### src/sv/subleq_processor_core_macros.svh
// assertion helpers used by the core's top-level rtl file
`ifndef SUBLEQ_PROCESSOR_CORE_MACROS_SVH
`define SUBLEQ_PROCESSOR_CORE_MACROS_SVH

// same-cycle implication, disabled while reset is low
`define SLQ_ASSERT_IMPL(lbl, ante, cons, msg) \
    lbl: assert property (@(posedge i_clk) disable iff (!i_rst_n) \
        (ante) |-> (cons)) else $error(msg);

// next-cycle implication, disabled while reset is low
`define SLQ_ASSERT_NEXT(lbl, ante, cons, msg) \
    lbl: assert property (@(posedge i_clk) disable iff (!i_rst_n) \
        (ante) |=> (cons)) else $error(msg);

`endif

### src/sv/slq_pkg.sv
`default_nettype none
package slq_pkg;

    localparam int SLQ_WORD_W    = 16;
    localparam int SLQ_MEM_DEPTH = 65536;
    localparam int SLQ_RESET_PC  = 3;
    localparam int SLQ_STEP_W    = 5;

    typedef logic [SLQ_STEP_W-1:0] t_step;

    typedef enum logic [1:0] {
        KIND_WRITE = 2'd0,
        KIND_READ  = 2'd1,
        KIND_SETPC = 2'd2,
        KIND_EXEC  = 2'd3
    } t_kind;

    typedef enum logic [2:0] {
        ASEL_IN,
        ASEL_PC,
        ASEL_PC1,
        ASEL_PC2,
        ASEL_A,
        ASEL_B
    } t_asel;

    typedef enum logic [2:0] {
        LD_NONE,
        LD_A,
        LD_B,
        LD_C,
        LD_VA,
        LD_DIFF
    } t_ld;

    typedef enum logic [2:0] {
        JMP_NEXT,
        JMP_DISPATCH,
        JMP_GOTO,
        JMP_IF_HALT,
        JMP_EMIT
    } t_jmp;

    typedef struct packed {
        t_asel asel;
        logic  mod_start;
        logic  wait_mod;
        logic  mem_rd;
        logic  mem_wr;
        logic  wsel_diff;
        t_ld   ld;
        logic  pc_set_in;
        logic  pc_branch;
        t_jmp  jmp;
        t_step target;
    } t_ctrl;

    typedef struct packed {
        logic halted;
        logic mod_busy;
        logic out_free;
        logic clr_busy;
    } t_seq_stat;

    localparam t_step ST_IDLE = 5'd0;
    localparam t_step ST_W0   = 5'd1;
    localparam t_step ST_W1   = 5'd2;
    localparam t_step ST_R0   = 5'd3;
    localparam t_step ST_R1   = 5'd4;
    localparam t_step ST_P0   = 5'd5;
    localparam t_step ST_E0   = 5'd6;
    localparam t_step ST_E1   = 5'd7;
    localparam t_step ST_E2   = 5'd8;
    localparam t_step ST_E3   = 5'd9;
    localparam t_step ST_E4   = 5'd10;
    localparam t_step ST_E5   = 5'd11;
    localparam t_step ST_E6   = 5'd12;
    localparam t_step ST_E7   = 5'd13;
    localparam t_step ST_E8   = 5'd14;
    localparam t_step ST_E9   = 5'd15;
    localparam t_step ST_E10  = 5'd16;
    localparam t_step ST_E11  = 5'd17;
    localparam t_step ST_E12  = 5'd18;
    localparam t_step ST_FIN  = 5'd19;

    function automatic t_step slq_entry(input t_kind kind);
        t_step s;
        case (kind)
            KIND_WRITE: s = ST_W0;
            KIND_READ:  s = ST_R0;
            KIND_SETPC: s = ST_P0;
            KIND_EXEC:  s = ST_E0;
            default:    s = ST_IDLE;
        endcase
        return s;
    endfunction

    // control store
    function automatic t_ctrl slq_ucode(input t_step step);
        t_ctrl c;
        c        = '0;
        c.asel   = ASEL_IN;
        c.ld     = LD_NONE;
        c.jmp    = JMP_NEXT;
        c.target = ST_IDLE;
        case (step)
            ST_IDLE: c.jmp = JMP_DISPATCH;
            ST_W0: begin
                c.asel = ASEL_IN; c.mod_start = 1'b1;
            end
            ST_W1: begin
                c.wait_mod = 1'b1; c.mem_wr = 1'b1;
                c.jmp = JMP_GOTO; c.target = ST_FIN;
            end
            ST_R0: begin
                c.asel = ASEL_IN; c.mod_start = 1'b1;
            end
            ST_R1: begin
                c.wait_mod = 1'b1; c.mem_rd = 1'b1;
                c.jmp = JMP_GOTO; c.target = ST_FIN;
            end
            ST_P0: begin
                c.pc_set_in = 1'b1; c.jmp = JMP_GOTO; c.target = ST_FIN;
            end
            ST_E0: begin
                c.jmp = JMP_IF_HALT; c.target = ST_FIN;
            end
            ST_E1: begin
                c.asel = ASEL_PC; c.mod_start = 1'b1;
            end
            ST_E2: begin
                c.wait_mod = 1'b1; c.mem_rd = 1'b1;
            end
            ST_E3: begin
                c.ld = LD_A; c.asel = ASEL_PC1; c.mod_start = 1'b1;
            end
            ST_E4: begin
                c.wait_mod = 1'b1; c.mem_rd = 1'b1;
            end
            ST_E5: begin
                c.ld = LD_B; c.asel = ASEL_PC2; c.mod_start = 1'b1;
            end
            ST_E6: begin
                c.wait_mod = 1'b1; c.mem_rd = 1'b1;
            end
            ST_E7: begin
                c.ld = LD_C; c.asel = ASEL_A; c.mod_start = 1'b1;
            end
            ST_E8: begin
                c.wait_mod = 1'b1; c.mem_rd = 1'b1;
            end
            ST_E9: begin
                c.ld = LD_VA; c.asel = ASEL_B; c.mod_start = 1'b1;
            end
            ST_E10: begin
                c.wait_mod = 1'b1; c.mem_rd = 1'b1;
            end
            ST_E11: c.ld = LD_DIFF;
            ST_E12: begin
                c.mem_wr = 1'b1; c.wsel_diff = 1'b1; c.pc_branch = 1'b1;
            end
            ST_FIN: begin
                c.jmp = JMP_EMIT; c.target = ST_IDLE;
            end
            default: begin
                c.jmp = JMP_GOTO; c.target = ST_IDLE;
            end
        endcase
        return c;
    endfunction

endpackage
`default_nettype wire

### src/sv/slq_addr_mod.sv
`default_nettype none
module slq_addr_mod #(
    parameter int MEM_DEPTH = slq_pkg::SLQ_MEM_DEPTH
) (
    input  wire                          i_clk,
    input  wire                          i_rst_n,
    input  wire                          i_start,
    input  wire [slq_pkg::SLQ_WORD_W-1:0] i_addr,
    output logic                         o_busy,
    output logic [$clog2(MEM_DEPTH)-1:0] o_idx
);

    localparam int AW = $clog2(MEM_DEPTH);
    localparam int WW = slq_pkg::SLQ_WORD_W;

    if ((MEM_DEPTH & (MEM_DEPTH - 1)) == 0) begin : g_pow2
        logic [AW-1:0] r_idx;

        always_ff @(posedge i_clk) begin
            if (!i_rst_n) begin
                r_idx <= '0;
            end else if (i_start) begin
                r_idx <= i_addr[AW-1:0];
            end
        end

        assign o_busy = 1'b0;
        assign o_idx  = r_idx;
    end else begin : g_iter
        // restoring reduction, one shifted depth per cycle
        localparam int KMAX = WW - AW;
        localparam int KW   = $clog2(KMAX + 2);

        logic [WW-1:0] r_rem;
        logic [KW-1:0] r_k;
        logic          r_busy;
        logic [WW:0]   w_dsh;

        assign w_dsh = (WW + 1)'(MEM_DEPTH) << r_k;

        always_ff @(posedge i_clk) begin
            if (!i_rst_n) begin
                r_busy <= 1'b0;
            end else if (i_start) begin
                r_busy <= 1'b1;
            end else if (r_busy && r_k == '0) begin
                r_busy <= 1'b0;
            end
        end

        always_ff @(posedge i_clk) begin
            if (i_start) begin
                r_rem <= i_addr;
                r_k   <= KW'(KMAX);
            end else if (r_busy) begin
                if ({1'b0, r_rem} >= w_dsh) begin
                    r_rem <= r_rem - w_dsh[WW-1:0];
                end
                if (r_k != '0) begin
                    r_k <= r_k - 1'b1;
                end
            end
        end

        assign o_busy = r_busy;
        assign o_idx  = r_rem[AW-1:0];
    end

endmodule
`default_nettype wire

### config.mk
export PLATFORM = sky130hd
export DESIGN_NAME = slq_addr_mod
export DESIGN_NICKNAME = d
export VERILOG_FILES = /design/src/sv/subleq_processor_core_macros.svh /design/src/sv/slq_pkg.sv /design/src/sv/slq_addr_mod.sv
export SDC_FILE = /design/constraint.sdc
export NUM_CORES = 1
export LEC_CHECK = 0
export BUFFER_PORTS_ARGS = -buffer_cell sky130_fd_sc_hd__buf_4
export CAP_MARGIN = 10
export CORE_UTILIZATION = 44
export DETAILED_ROUTE_END_ITERATION = 10
export GPL_ROUTABILITY_DRIVEN = 0
export PLACE_DENSITY = 0.88
export SKIP_LAST_GASP = 1
export SLEW_MARGIN = 20
export SYNTH_ARGS = -nofsm -noshare
export SYNTH_HDL_FRONTEND = slang
export SYNTH_SLANG_ARGS = --single-unit
### constraint.sdc
create_clock -name i_clk -period 1.6 [get_ports i_clk]
set_input_delay 0 -clock i_clk [delete_from_list [all_inputs] [get_ports i_clk]]
set_output_delay 0 -clock i_clk [all_outputs]
set_load 0.02 [all_outputs]
# Yosys cells after proc, flatten, opt, wreduce, memory -nomap -nowiden
# Index checks and enable logic that the tools add are counted.
[word_totals]
register_bits = 16
in_bits = 19
out_inout_bits = 17
word_cells = 1

# Depth between registers and ports, before layout
[logic_depth]
ltp_word = 0
ltp_mapped = 4
depth_no_buf = 2

# Least setup slack after synthesis
# No wires, ideal clock.
[synth_timing]
path_type = "register -> register"
start = "register, netlist name o_idx[10]"
end = "register g_pow2.r_idx[10], in the netlist o_idx[10]"
setup_time_ns = 0.065
arrival_ns = 0.603
required_ns = 1.535
slack_ns = 0.932
path_stages_with_launch = 3
n_path_buf = 0
period_less_slack_ns = 0.668
path_cell_list = "dfxtp_1 > mux2i_1 > nor2b_1"
[synth_rtl]
columns = ["item", "line_no", "text"]
rows = [
  ["end signal: assignment", "slq_addr_mod.sv:23", "r_idx <= i_addr[AW-1:0];"],
  ["end: declaration", "slq_addr_mod.sv:17", "logic [AW-1:0] r_idx;"],
]

# Worst setup path in the final report
[layout_timing]
start = "register g_pow2.r_idx[9], in the netlist o_idx[9]"
end = "output o_idx[9]"
[layout_rtl]
columns = ["item", "line_no", "text"]
rows = [
  ["end: declaration", "slq_addr_mod.sv:10", "output logic [$clog2(MEM_DEPTH)-1:0] o_idx"],
]
# No word-level cell between the ends.

==> run_results.csv <==
group,metric,value,unit
sta,clock_skew,0,ps
sta,setup_ws,817,ps
sta,final-hold-violation-count,0,
die,die_w,39.7,um
sta,timing.fmax,1.28,GHz
pwr,internal_power,618,uW
global_route,grt_max_degree,17,
setup_path,slowest_delay,350,ps
synth,synthTopCellsByCount,"dfxtp_1 (16), mux2i_1 (16), nor2b_1 (16)",
routing,via_per_inst,4.74,
synth,yosysTopAreaCell,"dfxtp_1",
setup_path,crit_arrival,780,ps
clock_tree,clk_pin_slew,90,ps
synth,synth.ff_latch_count,16,
sta,period_share,49.0,%
synth,ys_types,8,
finish,fin_area,1030,sq um
setup_path,crit_path_start_kind,"register",
global_route,grt_pass1_vias,508,
placement,hpwl,914,um
pwr,comb_power_share,22.9,%
clock_tree,clockBufferDepth,2,
setup_path,cp.required,1600,ps
routing,drt-initial-drc-count,1,
global_route,antenna_found_initial,0,
finish,nets,122,
finish,diodes,0,
die,start_util,47.6,%
setup_path,critPathBufInv,1,
global_route,overflow,0,
hold_path,hold_path.class,"in2reg",
synth,yosysWarnings,0,
sta,holdWs,11.8,ps
outcome,status,"completed",
pwr,peakVddDrop,0.000618,V
routing,wire_per_inst,13.2,um
pwr,switching_share,25.7,%
routing,drc,0,
synth,synthArstFlopShare,0,%
placement,port_buffers,34,
setup_path,path_cells,"buf_4",
pwr,p_sw,214,uW
routing,vias,550,
setup_path,critPathSlowestCell,"dfxtp_1",
finish,largest_reg_flops,16,
synth,synth_nets,72,
pwr,seqPwrFrac,52.2,%
pwr,cellPowerDensity,807,nW/um^2
die,ios,36,
synth,synth_cells,53,
setup_path,cp-startpoint,"o_idx[9]",
setup_path,r2r_start,"o_idx[1]",
placement,place_area,858,sq um
sta,period_minus_slack,783,ps
clock_tree,cts_root_buf,"clkbuf_4",
sta,finalSetupViolCount,0,
clock_tree,numCtsBuffers,3,
pwr,p_leak,0.000504,uW
clock_tree,clock-sinks,16,
die,die-area,1580,sq um
die,die_y,39.7,um
synth,synth.top_cell.area_share,51.1,%
placement,place_ws,917,ps
die,fp.coreArea,1320,sq um
routing,drt_wl_total,1.54,mm
global_route,track_usage,23.2,%
placement,dpl.cell_count,98,
synth,syn_area,627,sq um
sta,rsz0062_at_grt,"false",
synth,ys.flop_type,"dfxtp_1",
setup_path,cp_top_family,"flip-flops",
setup_path,endpoint_kind,"output port",
sta,final_max_slew_viol_count,0,
hold_path,hp-start,"i_addr[14]",
global_route,grt_pass1_wl,2.26,mm
clock_tree,cts_max_level,1,
synth,synth_area_per_cell,11.8,sq um
synth,ys_top_cells_by_area,"dfxtp_1 (51%), mux2i_1 (26%), nor2b_1 (16%)",
synth,ys_seq_area_share,51.1,%
clock_tree,clk_latency,280,ps
finish,finalNonFillerCells,116,
pwr,p_clk_share,24.8,%
die,rows,13,
setup_path,crit_type,"reg2out",
synth,synth_edf_count,0,
setup_path,critical_path.max_fanout,2,
sta,fin_setup_tns,0,ps
flow_run,cap_viol_max_count,0,
routing,drtPass1Iterations,4,
finish,drive_above_1_share,36.6,%
finish,syn_to_final_growth,64.5,%
clock_tree,cts_tree,"done",
routing,drtAntennaViolNets,0,
==> logic make-up after synthesis <==
kind of cell / Yosys count / share of synthesized area, %
simple gates: 16 / 16.0
other cells: 1 / 0.598
buf+inv: 4 / 6.79
mux: 16 / 25.5
flops: 16 / 51.1
==> worst paths after layout <==
kind / to / slack, ps / cells after the start
hold / removal: o_idx[14] / 10 / 3
hold reg to reg: o_idx[11] / 530 / 2
setup reg to reg: o_idx[1] / 920 / 2
setup / recovery: o_idx[9] / 820 / 1
==> power groups by stage <==
stage	Combinational [uW]	Sequential [uW]	Clock [uW]
after floorplan	60.9	472	0
after global placement	155	443	0
after detailed placement	158	444	0
after CTS	188	435	212
after global routing	204	437	227
final	191	435	207
==> cell usage in the layout (no fill, tap or decap), drive strengths merged <==
cell and count:
buf 34, nor2b 16, clkbuf 3, dfxtp 16, conb 1, mux2i 16, dlygate4sd3 15
==> worst min-delay path, delay by kind of cell <==
kind	cells	cell delay (ps)
AND/OR/NAND/NOR	1	120
buffers and inverters	1	80
multiplexers	1	60
==> cell type report <==
type                    instances  area [sq um]
clock buffers                   3          22.5
fillers                       100           287
multi-input cells              33           264
flip-flops and latches         16           320
well taps                      15          18.8
repair buffers                 49           405
==> per-stage QoR <==
step / utilization, % / power [uW]
2_1_floorplan: - / 532
3_3_place_gp: 65.1 / 598
3_5_place_dp: 65.1 / 602
4_1_cts: 78.3 / 835
5_1_grt: 78.3 / 868
6_report: 78.3 / 832
==> metal layers <==
layer,share of wire [%],vias to the layer above,global-route usage (%),wire (um)
met3,3.4,5,6.82,52
met4,2.4,0,12.9,37
met2,56,14,40.6,857
met1,38,264,24.2,589
li1,-,267,-,-
met5,0,-,0,0
==> what timing repair did <==
item,4_1_cts,5_1_grt
setup buffers,0,0
hold endpoints to repair,15,0
hold buffers,15,0
gates resized for setup,0,0
Note: power is estimated with default switching activity, not from simulation.
