## src/sv/subleq_processor_core_macros.svh

```systemverilog
// assertion helpers used by the core's top-level rtl file
`ifndef SUBLEQ_PROCESSOR_CORE_MACROS_SVH
`define SUBLEQ_PROCESSOR_CORE_MACROS_SVH

// same-cycle implication, disabled while reset is low
`define SLQ_ASSERT_IMPL(lbl, ante, cons, msg) \
    lbl: assert property (@(posedge i_clk) disable iff (!i_rst_n) \
        (ante) |-> (cons)) else $error(msg);

// next-cycle implication, disabled while reset is low
`define SLQ_ASSERT_NEXT(lbl, ante, cons, msg) \
    lbl: assert property (@(posedge i_clk) disable iff (!i_rst_n) \
        (ante) |=> (cons)) else $error(msg);

`endif

```

## src/sv/slq_pkg.sv

```systemverilog
`default_nettype none
package slq_pkg;

    localparam int SLQ_WORD_W    = 16;
    localparam int SLQ_MEM_DEPTH = 65536;
    localparam int SLQ_RESET_PC  = 3;
    localparam int SLQ_STEP_W    = 5;

    typedef logic [SLQ_STEP_W-1:0] t_step;

    typedef enum logic [1:0] {
        KIND_WRITE = 2'd0,
        KIND_READ  = 2'd1,
        KIND_SETPC = 2'd2,
        KIND_EXEC  = 2'd3
    } t_kind;

    typedef enum logic [2:0] {
        ASEL_IN,
        ASEL_PC,
        ASEL_PC1,
        ASEL_PC2,
        ASEL_A,
        ASEL_B
    } t_asel;

    typedef enum logic [2:0] {
        LD_NONE,
        LD_A,
        LD_B,
        LD_C,
        LD_VA,
        LD_DIFF
    } t_ld;

    typedef enum logic [2:0] {
        JMP_NEXT,
        JMP_DISPATCH,
        JMP_GOTO,
        JMP_IF_HALT,
        JMP_EMIT
    } t_jmp;

    typedef struct packed {
        t_asel asel;
        logic  mod_start;
        logic  wait_mod;
        logic  mem_rd;
        logic  mem_wr;
        logic  wsel_diff;
        t_ld   ld;
        logic  pc_set_in;
        logic  pc_branch;
        t_jmp  jmp;
        t_step target;
    } t_ctrl;

    typedef struct packed {
        logic halted;
        logic mod_busy;
        logic out_free;
        logic clr_busy;
    } t_seq_stat;

    localparam t_step ST_IDLE = 5'd0;
    localparam t_step ST_W0   = 5'd1;
    localparam t_step ST_W1   = 5'd2;
    localparam t_step ST_R0   = 5'd3;
    localparam t_step ST_R1   = 5'd4;
    localparam t_step ST_P0   = 5'd5;
    localparam t_step ST_E0   = 5'd6;
    localparam t_step ST_E1   = 5'd7;
    localparam t_step ST_E2   = 5'd8;
    localparam t_step ST_E3   = 5'd9;
    localparam t_step ST_E4   = 5'd10;
    localparam t_step ST_E5   = 5'd11;
    localparam t_step ST_E6   = 5'd12;
    localparam t_step ST_E7   = 5'd13;
    localparam t_step ST_E8   = 5'd14;
    localparam t_step ST_E9   = 5'd15;
    localparam t_step ST_E10  = 5'd16;
    localparam t_step ST_E11  = 5'd17;
    localparam t_step ST_E12  = 5'd18;
    localparam t_step ST_FIN  = 5'd19;

    function automatic t_step slq_entry(input t_kind kind);
        t_step s;
        case (kind)
            KIND_WRITE: s = ST_W0;
            KIND_READ:  s = ST_R0;
            KIND_SETPC: s = ST_P0;
            KIND_EXEC:  s = ST_E0;
            default:    s = ST_IDLE;
        endcase
        return s;
    endfunction

    // control store
    function automatic t_ctrl slq_ucode(input t_step step);
        t_ctrl c;
        c        = '0;
        c.asel   = ASEL_IN;
        c.ld     = LD_NONE;
        c.jmp    = JMP_NEXT;
        c.target = ST_IDLE;
        case (step)
            ST_IDLE: c.jmp = JMP_DISPATCH;
            ST_W0: begin
                c.asel = ASEL_IN; c.mod_start = 1'b1;
            end
            ST_W1: begin
                c.wait_mod = 1'b1; c.mem_wr = 1'b1;
                c.jmp = JMP_GOTO; c.target = ST_FIN;
            end
            ST_R0: begin
                c.asel = ASEL_IN; c.mod_start = 1'b1;
            end
            ST_R1: begin
                c.wait_mod = 1'b1; c.mem_rd = 1'b1;
                c.jmp = JMP_GOTO; c.target = ST_FIN;
            end
            ST_P0: begin
                c.pc_set_in = 1'b1; c.jmp = JMP_GOTO; c.target = ST_FIN;
            end
            ST_E0: begin
                c.jmp = JMP_IF_HALT; c.target = ST_FIN;
            end
            ST_E1: begin
                c.asel = ASEL_PC; c.mod_start = 1'b1;
            end
            ST_E2: begin
                c.wait_mod = 1'b1; c.mem_rd = 1'b1;
            end
            ST_E3: begin
                c.ld = LD_A; c.asel = ASEL_PC1; c.mod_start = 1'b1;
            end
            ST_E4: begin
                c.wait_mod = 1'b1; c.mem_rd = 1'b1;
            end
            ST_E5: begin
                c.ld = LD_B; c.asel = ASEL_PC2; c.mod_start = 1'b1;
            end
            ST_E6: begin
                c.wait_mod = 1'b1; c.mem_rd = 1'b1;
            end
            ST_E7: begin
                c.ld = LD_C; c.asel = ASEL_A; c.mod_start = 1'b1;
            end
            ST_E8: begin
                c.wait_mod = 1'b1; c.mem_rd = 1'b1;
            end
            ST_E9: begin
                c.ld = LD_VA; c.asel = ASEL_B; c.mod_start = 1'b1;
            end
            ST_E10: begin
                c.wait_mod = 1'b1; c.mem_rd = 1'b1;
            end
            ST_E11: c.ld = LD_DIFF;
            ST_E12: begin
                c.mem_wr = 1'b1; c.wsel_diff = 1'b1; c.pc_branch = 1'b1;
            end
            ST_FIN: begin
                c.jmp = JMP_EMIT; c.target = ST_IDLE;
            end
            default: begin
                c.jmp = JMP_GOTO; c.target = ST_IDLE;
            end
        endcase
        return c;
    endfunction

endpackage
`default_nettype wire

```

## src/sv/slq_sequencer.sv

```systemverilog
`default_nettype none
module slq_sequencer (
    input  wire                i_clk,
    input  wire                i_rst_n,
    input  wire                i_in_valid,
    input  slq_pkg::t_kind     i_kind,
    input  slq_pkg::t_seq_stat i_stat,
    output logic               o_in_ready,
    output slq_pkg::t_ctrl     o_ctrl,
    output logic               o_act,
    output logic               o_emit
);

    slq_pkg::t_step r_step;
    slq_pkg::t_step n_step;
    slq_pkg::t_ctrl w_ctrl;
    logic           w_fire;

    assign w_ctrl     = slq_pkg::slq_ucode(r_step);
    assign o_in_ready = (r_step == slq_pkg::ST_IDLE) && !i_stat.clr_busy;
    assign w_fire     = i_in_valid && o_in_ready;
    // a wait step holds until the address unit is done
    assign o_act      = !(w_ctrl.wait_mod && i_stat.mod_busy);
    assign o_emit     = (w_ctrl.jmp == slq_pkg::JMP_EMIT) && i_stat.out_free;
    assign o_ctrl     = w_ctrl;

    always_comb begin
        n_step = r_step;
        case (w_ctrl.jmp)
            slq_pkg::JMP_NEXT: begin
                if (o_act) n_step = r_step + 1'b1;
            end
            slq_pkg::JMP_DISPATCH: begin
                if (w_fire) n_step = slq_pkg::slq_entry(i_kind);
            end
            slq_pkg::JMP_GOTO: begin
                if (o_act) n_step = w_ctrl.target;
            end
            slq_pkg::JMP_IF_HALT: begin
                n_step = i_stat.halted ? w_ctrl.target : r_step + 1'b1;
            end
            slq_pkg::JMP_EMIT: begin
                if (i_stat.out_free) n_step = w_ctrl.target;
            end
            default: n_step = slq_pkg::ST_IDLE;
        endcase
    end

    always_ff @(posedge i_clk) begin
        if (!i_rst_n) begin
            r_step <= slq_pkg::ST_IDLE;
        end else begin
            r_step <= n_step;
        end
    end

endmodule
`default_nettype wire

```

## config.mk

```make
export PLATFORM = sky130hd
export DESIGN_NAME = slq_sequencer
export DESIGN_NICKNAME = d
export VERILOG_FILES = /design/src/sv/subleq_processor_core_macros.svh /design/src/sv/slq_pkg.sv /design/src/sv/slq_sequencer.sv
export SDC_FILE = /design/constraint.sdc
export NUM_CORES = 1
export LEC_CHECK = 0
export BUFFER_PORTS_ARGS = -buffer_cell sky130_fd_sc_hd__buf_4
export CORE_ASPECT_RATIO = 1.2
export CORE_UTILIZATION = 25
export CTS_BUF_LIST = sky130_fd_sc_hd__clkbuf_2 sky130_fd_sc_hd__clkbuf_4 sky130_fd_sc_hd__clkbuf_8
export DETAILED_ROUTE_END_ITERATION = 8
export HOLD_SLACK_MARGIN = 0.03
export PLACE_DENSITY = 0.56
export SETUP_SLACK_MARGIN = 0.2
export SYNTH_ARGS = -nofsm -noshare
export SYNTH_HDL_FRONTEND = slang
export SYNTH_SLANG_ARGS = --single-unit
```

## constraint.sdc

```tcl
create_clock -name i_clk -period 2.5 [get_ports i_clk]
set_input_delay 0.5 -clock i_clk [delete_from_list [all_inputs] [get_ports i_clk]]
set_output_delay 0.5 -clock i_clk [all_outputs]
set_load 0.01 [all_outputs]
```

# Word-level counts from Yosys, hierarchy flattened
# Cells that the tools add are included.
dict set report word_totals {
  ff_bits 5
  latchBits 0
  ramBits 0
  romBits 0
  wordCells 64
  mem_count 0
}
dict set report classes {
  addsub 1
  mul 0
  div 0
  order_cmp 0
  eq_ne 30
  shift 0
  mux 16
  bitwise_logic 0
  reduce_logical 16
}
# cell count
set ops {}
lappend ops {{5-bit by 4-bit == test with 1-bit output (second input constant)} 8}
lappend ops {{5-bit two-way mux} 6}
lappend ops {{5-bit one-hot mux with 5 select lines} 1}
lappend ops {{4-bit one-hot mux with 6 select lines} 1}
lappend ops {{5-bit by 3-bit == test with 1-bit output (second input constant)} 4}
lappend ops {{5-bit == test (second input constant)} 4}
lappend ops {{5-bit one-hot mux with 4 select lines} 1}
lappend ops {{3-bit one-hot mux with 5 select lines} 1}
lappend ops {{14-bit OR reduction} 1}
lappend ops {{3-bit one-hot mux with 4 select lines} 1}
lappend ops {{5-bit by 2-bit == test with 1-bit output (second input constant)} 2}
lappend ops {{2-bit inequality test (second input constant)} 4}
lappend ops {{7-bit OR reduction} 1}
lappend ops {{3-bit by 2-bit == test with 1-bit output (second input constant)} 2}
lappend ops {{6-bit OR reduction} 1}
lappend ops {{5-bit by 1-bit adder with 5-bit output (second input constant)} 1}
lappend ops {{5-bit by 1-bit == test with 1-bit output (second input constant)} 1}
lappend ops {{5-bit logical NOT} 1}
lappend ops {{1-bit two-way mux} 5}
lappend ops {{2-bit == test (second input constant)} 2}
lappend ops {{1-bit logical AND} 4}
lappend ops {{4-bit AND reduction} 1}
lappend ops {{2-bit OR reduction} 2}
lappend ops {{4-bit OR reduction} 1}
lappend ops {{6 further kinds} 7}

# Logic depth before layout (Yosys ltp)
dict set report logic_depth {
  word_depth 6
  mapped_depth 8
  depth_no_buf 8
}

# Least setup slack after synthesis
# Ideal clock, no wire load.
dict set report synth_path {
  path_kind {reg-to-output}
  startpoint {register r_step[1]}
  endpoint {output o_ctrl[6] in the netlist's numbering}
  arrival_ns 1.545
  setup_slack_ns 0.455
  path_stages_with_launch 8
  path_buffers 1
  path_cell_list {dfxtp_1 > inv_1 > ha_1 > buf_2 > nor4_1 > o221a_2 > nand2_1 > nand2_1}
}
# item line_no
set synth_rtl {}
lappend synth_rtl {{from (decl)} slq_sequencer.sv:14} ;# slq_pkg::t_step r_step;
lappend synth_rtl {{from (signal assigned)} slq_sequencer.sv:51} ;# r_step <= slq_pkg::ST_IDLE;
lappend synth_rtl {{from (signal assigned)} slq_sequencer.sv:53} ;# r_step <= n_step;
lappend synth_rtl {{to (decl)} slq_sequencer.sv:9} ;# output slq_pkg::t_ctrl o_ctrl,

==> summary.md <==
| Metric | Value |
|---|---|
| Status | finished, final reports clean |
| Tmin final | between 2 and 2.5 ns |
| Multi-input gate area | between 600 and 700 µm² |
| Post-synth top flop | dfxtp_1 |
| Yosys reg bits | 5 |
| Top Ports | 33 |
| Reg area | 110.1 µm² |
| Power, Total | around 0.0013 W |
| H-tree levels | 1 |
| GP Congestion | slightly above 0.9 |
| Final Non-Filler Cells | 174 |
| Comb power frac | 0.786 |
| R2R Path End | r_step[2]$_SDFFE_PN0P_ |
| Worst-Skew Late Latency | roughly 0.25 ns |
| CP startpoint | r_step[0]$_SDFFE_PN0P_ |
| YS warnings | 0 |
| Clock Tree Buf Depth | 2 |
| Switching Fraction | 0.4821 |
| IO buf count | 30 |
| Filler instances | about 330 |
| Core Area | roughly 3100 µm² |
| Mean Syn Cell Area | around 7.4 µm² |
| R2r setup slk | 0.44 ns |
| Final Hold Fails | 0 |
| Pre-antenna DRT Iters | 4 |
| WP depth | 6 |
| Hold Crit Class | in2reg |
| Count leader, synth | nand2_1 |
| Crit Path Class | reg2out |
| Critical path fanouts, max | 6 |
| Pins Over Slew Limit | 0 |
| CP bufs+invs | 2 |
| Top Registers | r_step: 5 flops |
| Vias per cell | 5.351 |
| Register share of total power | 0.134 |
| FF-to-FF path depth | 8 |
| Worst setup margin | roughly 0.24 ns |
| Cell variety after synth | between 40 and 50 |
| DRT antenna net count | 0 |
| Largest register FFs | 5 |
| Launch point of the worst reg-to-reg path | r_step[0]$_SDFFE_PN0P_ |
| Setup TNS | 0 ns |
| Cell area power density | 1160 nW/µm² |
| Leak Pwr | about 0.5 nW |
| Cell Chain, Critical Path | inv_2, ha_4, or2b_4, or3b_4, nand2_1, buf_4 |
| Die H | ~65 µm |
| Max Cap Viol | 0 |
| Die width | 54.35 µm |
| Largest area contributor in the netlist | dfxtp_1 |
| Cell-internal power | 0.0006977 W |
| Placed Cells | approximately 170 |
| Unrepaired setup endpoints after global routing | true |
| Antenna cells | 0 |
| Cell family with most CP delay | simple AND/OR/NAND/NOR gates |
| Synth cell count leaders | nand2_1 (10), nor2_1 (9), a21oi_1 (8) |
| Synth async-reset ratio | 0 |
| Nets | 153 |
| Vias post-DR | around 930 |
| Share of cells above drive strength 1 | 0.4783 |
| Max stage delay on crit path | approximately 0.4 ns |
| Startpoint Class | flip-flop |
| DP Area | about 1000 µm² |
| Global-route wire length before repair | approximately 3700 µm |
| Fmax | approximately 440 MHz |
| Final Cell Area | between 1000 and 1500 µm² |
| Mean routed wirelength per cell | approximately 14 µm |
| Setup WS pre-CTS | ~0.22 ns |
| DP HPWL | around 1800 µm |
| Crit. End Element | output pin |
| Tcrit/Tclk final | 0.9031 |
| Max IR drop VDD | 0.5694 mV |
| Mapped cell area | 822.0 µm² |
| Share of the synthesized area in the top cell type | 0.1218 |
| Vias in the first global route | 807 |
| Register with the most flip-flops | r_step |
| CTS root buffer | clkbuf_4 |
| Sw Pwr | ~0.00065 W |
| Seq/Total Area, Yosys | 0.1218 |
| Clock sink count | 5 |
| Layout area overhead | 41.25% |
| Initial antenna violation count | 0 |
| Detailed Route WL | 2405 µm |
| # DRC | 0 |
| Hold_buf cts | 0 |
| Top post-synthesis cells by area | dfxtp_1 (12%), ha_1 (7.6%), buf_4 (6.4%), a21oi_1 (4.9%), nand2_1 (4.6%) |
| CTS buffer count | 3 |
| Total grt overflow | 0 |
| Worst EP arrival | between 1.5 and 2 ns |
| Synth Instances | ~110 |
| Row count | 22 |
| Die area | about 3500 µm² |
| Fin Clk Skew | approximately 0.0024 ns |
| CTS tree | done |
| Tot GR Track Use | 0.1415 |
| Setup violators final | 0 |
| CP max stage cell | or3b_4 |
| Drt first-iter violations | 23 |
| Clk pwr share | 0.080 |
| Crit path to | o_ctrl[5] |
| Initial Util | 0.2666 |
| Post-synth EDFFs | 0 |
| Largest net degree at the start of global routing | 20 |
| Required @ worst endpoint | around 2.0 ns |
| Clock transition at path regs | about 0.050 ns |
-- layout make-up --
class | count | area share
multi-input combinational | 89 | 0.6013
timing repair buffer | 34 | 0.2198
sequential | 5 | 0.09483
tap | 36 | 0.03879
clock buffer | 4 | 0.02586
inverter | 6 | 0.01940
-- logic make-up (layout without fill, tap and decap cells) --
kind of cell    count (synthesis)  in the layout  synth area share
simple gates                   43             43            0.2953
compound gates                 35             35            0.3257
buf+inv                        18             44            0.1278
fa+ha+maj                       5              5           0.07610
flops                           5              5            0.1218
mux                             3              3           0.03805
other cells                     1              2          0.004562
xor+xnor                        1              1           0.01066
-- worst reg2reg max path: stages, from the launching register on --
cell      delay [ns]
dfxtp_4         0.39
inv_2           0.08
ha_4            0.17
or2b_4          0.22
nor2_1          0.04
or3_4           0.41
a31oi_4         0.34
a21boi_2        0.22
o21ai_1         0.08
-- how the worst min path moves through the flow --
stage / end / slack, ns / from / cells after the start
final: r_step[0]$_SDFFE_PN0P_ / 0.55 / i_rst_n / 3
after global routing: r_step[0]$_SDFFE_PN0P_ / 0.56 / i_rst_n / 3
after CTS: r_step[0]$_SDFFE_PN0P_ / 0.55 / i_rst_n / 3
after detailed placement: r_step[1]$_SDFFE_PN0P_ / 0.58 / r_step[1]$_SDFFE_PN0P_ / 2
after global placement: r_step[1]$_SDFFE_PN0P_ / 0.57 / r_step[1]$_SDFFE_PN0P_ / 2
after floorplan: r_step[1]$_SDFFE_PN0P_ / 0.53 / r_step[1]$_SDFFE_PN0P_ / 2
-- what timing repair did --
item                                    4_1_cts  5_1_grt
endpoints found under the setup margin        9        8
buffers inserted                              0        2
resized for setup                            15        8
pin swaps                                     0        2
cloned                                        0        0
-- placed cells by master (no fill, tap or decap), types with 2 or more instances in the layout --
cell type  count
a21oi_1        7
a21o_1         2
conb_1         2
inv_2          2
dfxtp_4        2
a31oi_1        3
o21ai_1        6
nand2_1       10
nor3b_1        2
nand3_1        4
dfxtp_2        2
clkbuf_4       4
inv_1          4
nor2_1         9
and3_1         4
or2_2          2
ha_4           3
buf_4         34
-- stage by stage --
step                  util  hold WS, ns
floorplan                -       0.5345
global route        0.3766       0.5610
detailed placement  0.3336       0.5772
CTS                 0.3636       0.5506
finish              0.3766       0.5504
global placement    0.3336       0.5685
-- metal layers --
layer	wire length (µm)	track usage	vias up
met5	0	0	-
met4	26	0.04487	0
met3	155	0.01643	4
met2	1140	0.2256	37
met1	1083	0.1919	434
li1	-	-	456
-- power groups by stage --
stage / clock [W] / sequential, W / combinational, W
after floorplan: 0 / 0.000127 / 0.000692
after global placement: 0 / 0.000159 / 0.000915
after detailed placement: 0 / 0.000162 / 0.000927
after CTS: 0.000110 / 0.000169 / 0.00101
after global routing: 0.000112 / 0.000186 / 0.00115
final: 0.000108 / 0.000181 / 0.00106
Power figures use the tool's default switching activity.
